==> src/rtl/lpr_pkg.sv <==
// ----------------------------------------------------------------------------
// LRU page replacement package
// Shared constants, transaction payload types and controller interface types.
// ----------------------------------------------------------------------------
`default_nettype none

package lpr_pkg;

   localparam int FRAMES_MAX_DEFAULT = 8;
   localparam int PAGE_BITS_DEFAULT  = 16;

   localparam int CSR_W       = 4;
   localparam int PAGE_W      = 16;
   localparam int FRAME_IDX_W = 3;
   localparam int COUNT_W     = 32;

   localparam logic [CSR_W-1:0]   CSR_RESET = CSR_W'(3);
   localparam logic [COUNT_W-1:0] COUNT_MAX = '1;

   typedef struct packed {
      logic              start_of_string;
      logic [PAGE_W-1:0] page;
   } req_type;

   typedef struct packed {
      logic                   hit;
      logic [FRAME_IDX_W-1:0] frame_index;
      logic                   evicted_valid;
      logic [PAGE_W-1:0]      evicted_page;
      logic [COUNT_W-1:0]     hit_count;
      logic [COUNT_W-1:0]     fault_count;
   } rsp_type;

   typedef struct packed {
      logic load;
      logic lookup;
      logic scan;
      logic commit;
   } cmd_type;

   typedef struct packed {
      logic hit;
      logic empty;
      logic scan_done;
      logic out_free;
   } status_type;

endpackage

`default_nettype wire

==> src/rtl/lpr_datapath.sv <==
// ----------------------------------------------------------------------------
// LRU page replacement datapath
// Frame table, recency ranks, counters, victim scan and the result register.
// ----------------------------------------------------------------------------
`default_nettype none

module lpr_datapath #(
   parameter int FRAMES_MAX = lpr_pkg::FRAMES_MAX_DEFAULT,
   parameter int PAGE_BITS  = lpr_pkg::PAGE_BITS_DEFAULT
) (
   input  wire                           clock,
   input  wire                           reset,
   input  wire                           csr_valid,
   input  wire  [lpr_pkg::CSR_W-1:0]     csr_data,
   input  lpr_pkg::req_type              req_data,
   input  lpr_pkg::cmd_type              cmd,
   output lpr_pkg::status_type           status,
   output logic                          rsp_valid,
   input  wire                           rsp_ready,
   output lpr_pkg::rsp_type              rsp_data
);

   localparam int IDX_W = (FRAMES_MAX > 1) ? $clog2(FRAMES_MAX) : 1;
   localparam int CNT_W = $clog2(FRAMES_MAX + 1);
   localparam int AGE_W = IDX_W;
   localparam int OLD_W = AGE_W + 1;
   localparam logic [AGE_W-1:0] AGE_SAT = AGE_W'(FRAMES_MAX - 1);
   localparam logic [OLD_W-1:0] AGE_FILL = OLD_W'(FRAMES_MAX);

   logic [lpr_pkg::CSR_W-1:0]   csr_ff;
   logic [PAGE_BITS-1:0]        frame_page_ff [FRAMES_MAX];
   logic [FRAMES_MAX-1:0]       frame_valid_ff;
   logic [AGE_W-1:0]            rank_ff [FRAMES_MAX];
   logic [lpr_pkg::COUNT_W-1:0] hits_ff;
   logic [lpr_pkg::COUNT_W-1:0] faults_ff;
   logic                        rsp_valid_ff;
   lpr_pkg::rsp_type            rsp_data_ff;

   logic [PAGE_BITS-1:0]        page_ff;
   logic                        hit_ff;
   logic                        evict_ff;
   logic [IDX_W-1:0]            target_ff;
   logic [OLD_W-1:0]            old_age_ff;
   logic [CNT_W-1:0]            scan_ff;

   logic [CNT_W-1:0]            active_n;
   logic [FRAMES_MAX-1:0]       active;
   logic [FRAMES_MAX-1:0]       match;
   logic [FRAMES_MAX-1:0]       empty;
   logic [IDX_W-1:0]            match_idx;
   logic [IDX_W-1:0]            empty_idx;
   logic [AGE_W-1:0]            scan_age;
   logic [lpr_pkg::COUNT_W-1:0] hits_in;
   logic [lpr_pkg::COUNT_W-1:0] faults_in;
   logic                        out_free;

   always_comb begin
      priority if (csr_ff == '0) begin
         active_n = CNT_W'(1);
      end else if (int'(csr_ff) > FRAMES_MAX) begin
         active_n = CNT_W'(FRAMES_MAX);
      end else begin
         active_n = CNT_W'(csr_ff);
      end
   end

   always_comb begin
      match_idx = '0;
      empty_idx = '0;
      for (int f = FRAMES_MAX - 1; f >= 0; f--) begin
         active[f] = (f < int'(active_n));
         match[f]  = active[f] && frame_valid_ff[f] && (frame_page_ff[f] == page_ff);
         empty[f]  = active[f] && !frame_valid_ff[f];
         if (match[f]) begin
            match_idx = IDX_W'(f);
         end
         if (empty[f]) begin
            empty_idx = IDX_W'(f);
         end
      end
   end

   assign scan_age  = rank_ff[scan_ff[IDX_W-1:0]];
   assign out_free  = !rsp_valid_ff || rsp_ready;
   assign hits_in   = (hit_ff && hits_ff != lpr_pkg::COUNT_MAX) ? hits_ff + 1'b1 : hits_ff;
   assign faults_in = (!hit_ff && faults_ff != lpr_pkg::COUNT_MAX) ?
                      faults_ff + 1'b1 : faults_ff;

   always_comb begin
      status.hit       = |match;
      status.empty     = |empty;
      status.scan_done = (scan_ff >= active_n);
      status.out_free  = out_free;
   end

   always_ff @(posedge clock) begin
      if (reset) begin
         csr_ff         <= lpr_pkg::CSR_RESET;
         frame_valid_ff <= '0;
         hits_ff        <= '0;
         faults_ff      <= '0;
         rsp_valid_ff   <= 1'b0;
         for (int f = 0; f < FRAMES_MAX; f++) begin
            frame_page_ff[f] <= '0;
            rank_ff[f]       <= '0;
         end
      end else begin
         if (csr_valid) begin
            csr_ff <= csr_data;
         end
         if (rsp_valid_ff && rsp_ready && !cmd.commit) begin
            rsp_valid_ff <= 1'b0;
         end
         if (cmd.load && req_data.start_of_string) begin
            frame_valid_ff <= '0;
            hits_ff        <= '0;
            faults_ff      <= '0;
            for (int f = 0; f < FRAMES_MAX; f++) begin
               frame_page_ff[f] <= '0;
               rank_ff[f]       <= '0;
            end
         end
         if (cmd.commit) begin
            for (int f = 0; f < FRAMES_MAX; f++) begin
               if (IDX_W'(f) == target_ff) begin
                  rank_ff[f] <= '0;
               end else if (active[f] && frame_valid_ff[f] &&
                            ({1'b0, rank_ff[f]} < old_age_ff) && (rank_ff[f] < AGE_SAT)) begin
                  rank_ff[f] <= rank_ff[f] + 1'b1;
               end
            end
            if (!hit_ff) begin
               frame_page_ff[target_ff]  <= page_ff;
               frame_valid_ff[target_ff] <= 1'b1;
            end
            hits_ff      <= hits_in;
            faults_ff    <= faults_in;
            rsp_valid_ff <= 1'b1;
         end
      end
   end

   always_ff @(posedge clock) begin
      if (cmd.load) begin
         page_ff <= PAGE_BITS'(req_data.page);
      end
      if (cmd.lookup) begin
         hit_ff   <= status.hit;
         evict_ff <= !status.hit && !status.empty;
         scan_ff  <= CNT_W'(1);
         priority if (status.hit) begin
            target_ff  <= match_idx;
            old_age_ff <= {1'b0, rank_ff[match_idx]};
         end else if (status.empty) begin
            target_ff  <= empty_idx;
            old_age_ff <= AGE_FILL;
         end else begin
            target_ff  <= '0;
            old_age_ff <= {1'b0, rank_ff[0]};
         end
      end
      if (cmd.scan && !status.scan_done) begin
         if ({1'b0, scan_age} > old_age_ff) begin
            target_ff  <= scan_ff[IDX_W-1:0];
            old_age_ff <= {1'b0, scan_age};
         end
         scan_ff <= scan_ff + 1'b1;
      end
      if (cmd.commit) begin
         rsp_data_ff.hit           <= hit_ff;
         rsp_data_ff.frame_index   <= lpr_pkg::FRAME_IDX_W'(target_ff);
         rsp_data_ff.evicted_valid <= evict_ff;
         rsp_data_ff.evicted_page  <= evict_ff ?
                                      lpr_pkg::PAGE_W'(frame_page_ff[target_ff]) : '0;
         rsp_data_ff.hit_count     <= hits_in;
         rsp_data_ff.fault_count   <= faults_in;
      end
   end

   assign rsp_valid = rsp_valid_ff;
   assign rsp_data  = rsp_data_ff;

endmodule

`default_nettype wire

==> src/rtl/lpr_ctrl.sv <==
// ----------------------------------------------------------------------------
// LRU page replacement controller
// Sequences lookup, victim scan and table update for one reference.
// ----------------------------------------------------------------------------
`default_nettype none

module lpr_ctrl (
   input  wire                  clock,
   input  wire                  reset,
   input  wire                  req_valid,
   output logic                 req_ready,
   output lpr_pkg::cmd_type     cmd,
   input  lpr_pkg::status_type  status
);

   typedef enum logic [1:0] {
      IDLE,
      LOOKUP,
      SCAN,
      TOUCH
   } state_type;

   state_type state_ff;
   logic      req_ready_ff;

   always_ff @(posedge clock) begin
      if (reset) begin
         state_ff     <= IDLE;
         req_ready_ff <= 1'b1;
      end else begin
         unique case (state_ff)
            IDLE: begin
               if (req_valid) begin
                  state_ff     <= LOOKUP;
                  req_ready_ff <= 1'b0;
               end
            end
            LOOKUP: begin
               if (status.hit || status.empty) begin
                  state_ff <= TOUCH;
               end else begin
                  state_ff <= SCAN;
               end
            end
            SCAN: begin
               if (status.scan_done) begin
                  state_ff <= TOUCH;
               end
            end
            TOUCH: begin
               if (status.out_free) begin
                  state_ff     <= IDLE;
                  req_ready_ff <= 1'b1;
               end
            end
            default: begin
               state_ff     <= IDLE;
               req_ready_ff <= 1'b1;
            end
         endcase
      end
   end

   always_comb begin
      cmd.load   = (state_ff == IDLE) && req_valid;
      cmd.lookup = (state_ff == LOOKUP);
      cmd.scan   = (state_ff == SCAN);
      cmd.commit = (state_ff == TOUCH) && status.out_free;
   end

   assign req_ready = req_ready_ff;

endmodule

`default_nettype wire

==> src/rtl/lru_page_replacement.sv <==
// A hit or a fill of an empty frame passes through the LOOKUP and TOUCH states, and rsp_valid
// is registered at the commit in TOUCH; an eviction first walks the active frames in SCAN.
// A new reference is accepted only once the current one leaves TOUCH, which waits while the
// result register is full; the single victim-scan comparator steps through one frame a cycle.
// Reset clears all frames, ranks and counters and sets the frame count register to three.
// ----------------------------------------------------------------------------
// LRU page replacement unit
// Looks each page reference up in the frame table and on a fault fills an empty
// frame or else replaces the least recently used one, reporting hit and fault counts.
// ----------------------------------------------------------------------------
`default_nettype none

module lru_page_replacement #(
   parameter int FRAMES_MAX = lpr_pkg::FRAMES_MAX_DEFAULT,
   parameter int PAGE_BITS  = lpr_pkg::PAGE_BITS_DEFAULT
) (
   input  wire                        clock,
   input  wire                        reset,
   input  wire                        csr_valid,
   output logic                       csr_ready,
   input  wire  [lpr_pkg::CSR_W-1:0]  csr_data,
   input  wire                        req_valid,
   output logic                       req_ready,
   input  lpr_pkg::req_type           req_data,
   output logic                       rsp_valid,
   input  wire                        rsp_ready,
   output lpr_pkg::rsp_type           rsp_data
);

   lpr_pkg::cmd_type    cmd;
   lpr_pkg::status_type status;

   assign csr_ready = 1'b1;

   lpr_ctrl u_ctrl (
      .clock     (clock),
      .reset     (reset),
      .req_valid (req_valid),
      .req_ready (req_ready),
      .cmd       (cmd),
      .status    (status)
   );

   lpr_datapath #(
      .FRAMES_MAX (FRAMES_MAX),
      .PAGE_BITS  (PAGE_BITS)
   ) u_datapath (
      .clock     (clock),
      .reset     (reset),
      .csr_valid (csr_valid),
      .csr_data  (csr_data),
      .req_data  (req_data),
      .cmd       (cmd),
      .status    (status),
      .rsp_valid (rsp_valid),
      .rsp_ready (rsp_ready),
      .rsp_data  (rsp_data)
   );

endmodule

`default_nettype wire
==> config.mk <==
export PLATFORM = sky130hd
export DESIGN_NAME = lru_page_replacement
export DESIGN_NICKNAME = d
export VERILOG_FILES = /design/src/rtl/lpr_pkg.sv /design/src/rtl/lpr_datapath.sv /design/src/rtl/lpr_ctrl.sv /design/src/rtl/lru_page_replacement.sv
export SDC_FILE = /design/constraint.sdc
export NUM_CORES = 1
export LEC_CHECK = 0
export BUFFER_PORTS_ARGS = -buffer_cell sky130_fd_sc_hd__clkbuf_2
export CORE_MARGIN = 2
export CORE_UTILIZATION = 40
export CTS_BUF_LIST = sky130_fd_sc_hd__clkbuf_4
export DETAILED_ROUTE_END_ITERATION = 6
export SLEW_MARGIN = 15
export SYNTH_ARGS = -nofsm -noshare
export SYNTH_HDL_FRONTEND = slang
export SYNTH_SLANG_ARGS = --single-unit
export TNS_END_PERCENT = 50
==> constraint.sdc <==
create_clock -name clock -period 5.8 [get_ports clock]
set_input_delay 0.87 -clock clock [delete_from_list [all_inputs] [get_ports clock]]
set_output_delay 0.87 -clock clock [all_outputs]
set_load 0.05 [all_outputs]
==> results.sh <==
export IMPL_status="finished, final reports clean"
export IMPL_grt_max_degree=67
export IMPL_dp_slack_ps=1790
export IMPL_overflow=0
export IMPL_post_cts_resize_count=0
export IMPL_die_w_um=218
export IMPL_grt_use_total=0.228
export IMPL_ys_seq_elements=349
export IMPL_setup_viol=0
export IMPL_dieArea_sq_um=47300
export IMPL_io_pin_count=114
export IMPL_syn_cell_area_sq_um=18200
export IMPL_ir_drop_mv=0.218
export IMPL_grt_busiest_layer="met2"
export IMPL_tns_ps=0
export IMPL_clock_skew_ps=64.7
export IMPL_yosysWarnings=0
export IMPL_grt_setup_unrepaired="no"
export IMPL_core_sq_um=45200
export IMPL_drt_pass1_iterations=6
export IMPL_period_needed_ps=3930
export IMPL_relSlewSlack=0.219
export IMPL_p_leak_nw=7.79
export IMPL_synthArstFlopShare=0
export IMPL_hold_path_class="in -> reg"
export IMPL_fin_hold_ws_ps=195
export IMPL_grt_pass1_vias=13300
export IMPL_cts_htree_levels=3
export IMPL_place_congestion=0.965
export IMPL_cts_hold_buf=0
export IMPL_wl_per_cell_um=21.5
export IMPL_postLayoutCoreUtil=0.456
export IMPL_avgSynthCellArea_sq_um=10.9
export IMPL_clk_pin_slew_ps=60
export IMPL_cts_setup_buffers=0
export IMPL_max_cap_violations=0
export IMPL_crit_fanout=16
export IMPL_clk_path_buf_depth=3
export IMPL_place_hpwl_um=37100
export IMPL_fmax_mhz=254
export IMPL_synth_edf_count=259
export IMPL_nNetsFinal=1870
export IMPL_hold_viol=0
export IMPL_crit_path_end_kind="flip-flop"
export IMPL_finalWirelength_um=53600
export IMPL_grt_util_met1=0.303
export IMPL_root_buffer="clkbuf_4"
export IMPL_worstSetupPathType="reg -> reg"
export IMPL_met2_usage=0.360
export IMPL_grt_pass1_wl_um=80700
export IMPL_startpoint_type="flip-flop"
export IMPL_numCtsBuffers=94
export IMPL_drt_iter0_drc=1293
export IMPL_grtUsageMet3=0.0492
export IMPL_die_h_um=218
export IMPL_crit_arrival_ps=4650
export IMPL_powerDensity_nw_per_um2=388
export IMPL_worstMarginPinSlew_ps=1170
export IMPL_antenna_left=0
export IMPL_portBuffers=112
export IMPL_num_vias=13800
export IMPL_drc=0
export IMPL_syn_inst=1681
export IMPL_start_util=0.404
export IMPL_antenna_found_initial=3
export IMPL_routed_via_density=5.54
export IMPL_synth_fp_nets=1745
export IMPL_cts_sinks=349
export IMPL_clk_latency_ps=850
export IMPL_cp_required_ps=6520
export IMPL_drive_above_1_share=0.176
export IMPL_syn_to_final_growth_pct=12.9
export IMPL_synthFlopType="edfxtp_1"
export IMPL_floorplan_rows=78
export IMPL_yosysSeqAreaShare=0.525
export IMPL_setup_ws_ps=1870
export IMPL_period_share=0.678
export IMPL_slew_viol_final=0
export IMPL_ys_types=79
export IMPL_cts_tree="done"
-- kinds of logic after synthesis --
kind of cell | count (synthesis) | synth area share
buffers and inverters | 136 | 0.0358
AO/OA/AOI/OAI | 323 | 0.121
other | 1 | 0.000206
AND/OR/NAND/NOR | 613 | 0.179
multiplexers | 21 | 0.0161
flip-flops | 349 | 0.525
XOR/XNOR | 200 | 0.0975
adder cells (fa/ha/maj) | 38 | 0.0261
-- cells in the mapped netlist (8+ instances only) --
cell type    n  area (sq um)
clkbuf_1    62           233
nand4_1     41           257
a22o_1      20           175
mux2i_1      8          80.1
a31oi_1     33           206
ha_1        38           475
nor2b_1     13          81.3
or3_1       12          75.1
a21oi_1     36           180
nand2_1    112           420
o21ai_0     77           385
and2_1     126           788
and2_2       8          60.1
nor3_1      20           100
a22oi_1     58           435
nand2b_1    15          93.8
a221oi_1    12           105
xnor2_1    106           928
edfxtp_1   259          7780
a21o_1      14           105
nor2_1     138           518
nor4_1      29           181
nand3_1     35           175
o31ai_1     13          97.6
inv_1       31           116
and3_1      14          87.6
buf_4       16           120
buf_2       16          80.1
xor2_1      92           806
dfxtp_1     90          1800
o211ai_1    13          97.6
-- layer usage --
layer / routed length (um) / share of wire / vias to the layer above
met5: 0 / 0 / -
met4: 1660 / 0.031 / 0
met3: 4140 / 0.077 / 103
li1: - / - / 6469
met2: 24700 / 0.46 / 602
met1: 23100 / 0.43 / 6628
-- cell type report --
class | instances | area [sq um]
fillers | 4217 | 24600
flip-flops and latches | 349 | 9580
multi-input cells | 1196 | 8070
clock buffers | 130 | 976
well taps | 600 | 751
repair buffers | 134 | 726
clock inverters | 46 | 373
inverters | 31 | 119
diodes | 4 | 10.0
-- state kept, by name (all words and copies together) (netlist names), named ones only --
register and flops:
u_ctrl.req_ready 1, u_ctrl.state_ff 2, u_datapath.csr_ff 4, u_datapath.evict_ff 1, u_datapath.faults_ff 32, u_datapath.frame_page_ff 128
u_datapath.frame_valid_ff 8, u_datapath.hit_ff 1, u_datapath.hits_ff 32, u_datapath.old_age_ff 4, u_datapath.page_ff 16, u_datapath.rank_ff 24
u_datapath.rsp_data 85, u_datapath.rsp_valid 1, u_datapath.scan_ff 4, u_datapath.target_ff 3
-- power breakdown --
part | switching (W) | total (W) | internal, W
registers | 0.000414 | 0.00345 | 0.00303
clock network | 0.00109 | 0.00245 | 0.00136
logic | 0.00143 | 0.00209 | 0.000666
total | 0.00293 | 0.00798 | 0.00506
-- final timing paths --
check,endpoint,slack (ps),depth (start not counted),startpoint
max reg2reg,u_datapath.old_age_ff[2]$_DFF_P_,1870,9,u_datapath.page_ff[14]$_DFFE_PP_
min,u_datapath.page_ff[8]$_DFFE_PP_,200,1,req_data[8]
max,u_datapath.old_age_ff[2]$_DFF_P_,1870,9,u_datapath.page_ff[14]$_DFFE_PP_
min reg2reg,u_datapath.rsp_data[80]$_DFFE_PP_,460,0,u_datapath.evict_ff$_DFFE_PN_
-- cell usage in the layout, fill, tap and decap left out, types with 33 or more instances in the layout --
cell type / instances
clkbuf_2: 112
xor2_1: 92
o21ai_0: 69
nand3_1: 35
ha_1: 38
clkbuf_4: 130
nor2_1: 129
a31oi_1: 33
dfxtp_1: 90
nand2_1: 112
and2_1: 126
edfxtp_1: 259
a21oi_1: 35
nand4_1: 41
a22oi_1: 58
xnor2_1: 106
-- worst max-delay path: stages (launching register included) --
cell,delay [ps]
edfxtp_1,670
xnor2_1,450
nand4_1,150
or4b_1,520
o311ai_1,370
a311oi_1,190
o22ai_1,860
a211oi_1,110
a211o_1,310
a31oi_1,200
-- stage by stage --
step	std cells	cell area (sq um)	power (W)
2_1_floorplan	1681	18200	0.00479
3_3_place_gp	2310	19200	0.00553
5_1_grt	2490	20600	0.00838
3_5_place_dp	2310	19200	0.00556
4_1_cts	2486	20600	0.00802
6_report	2490	20600	0.00798
(Power assumes the default switching activity.)
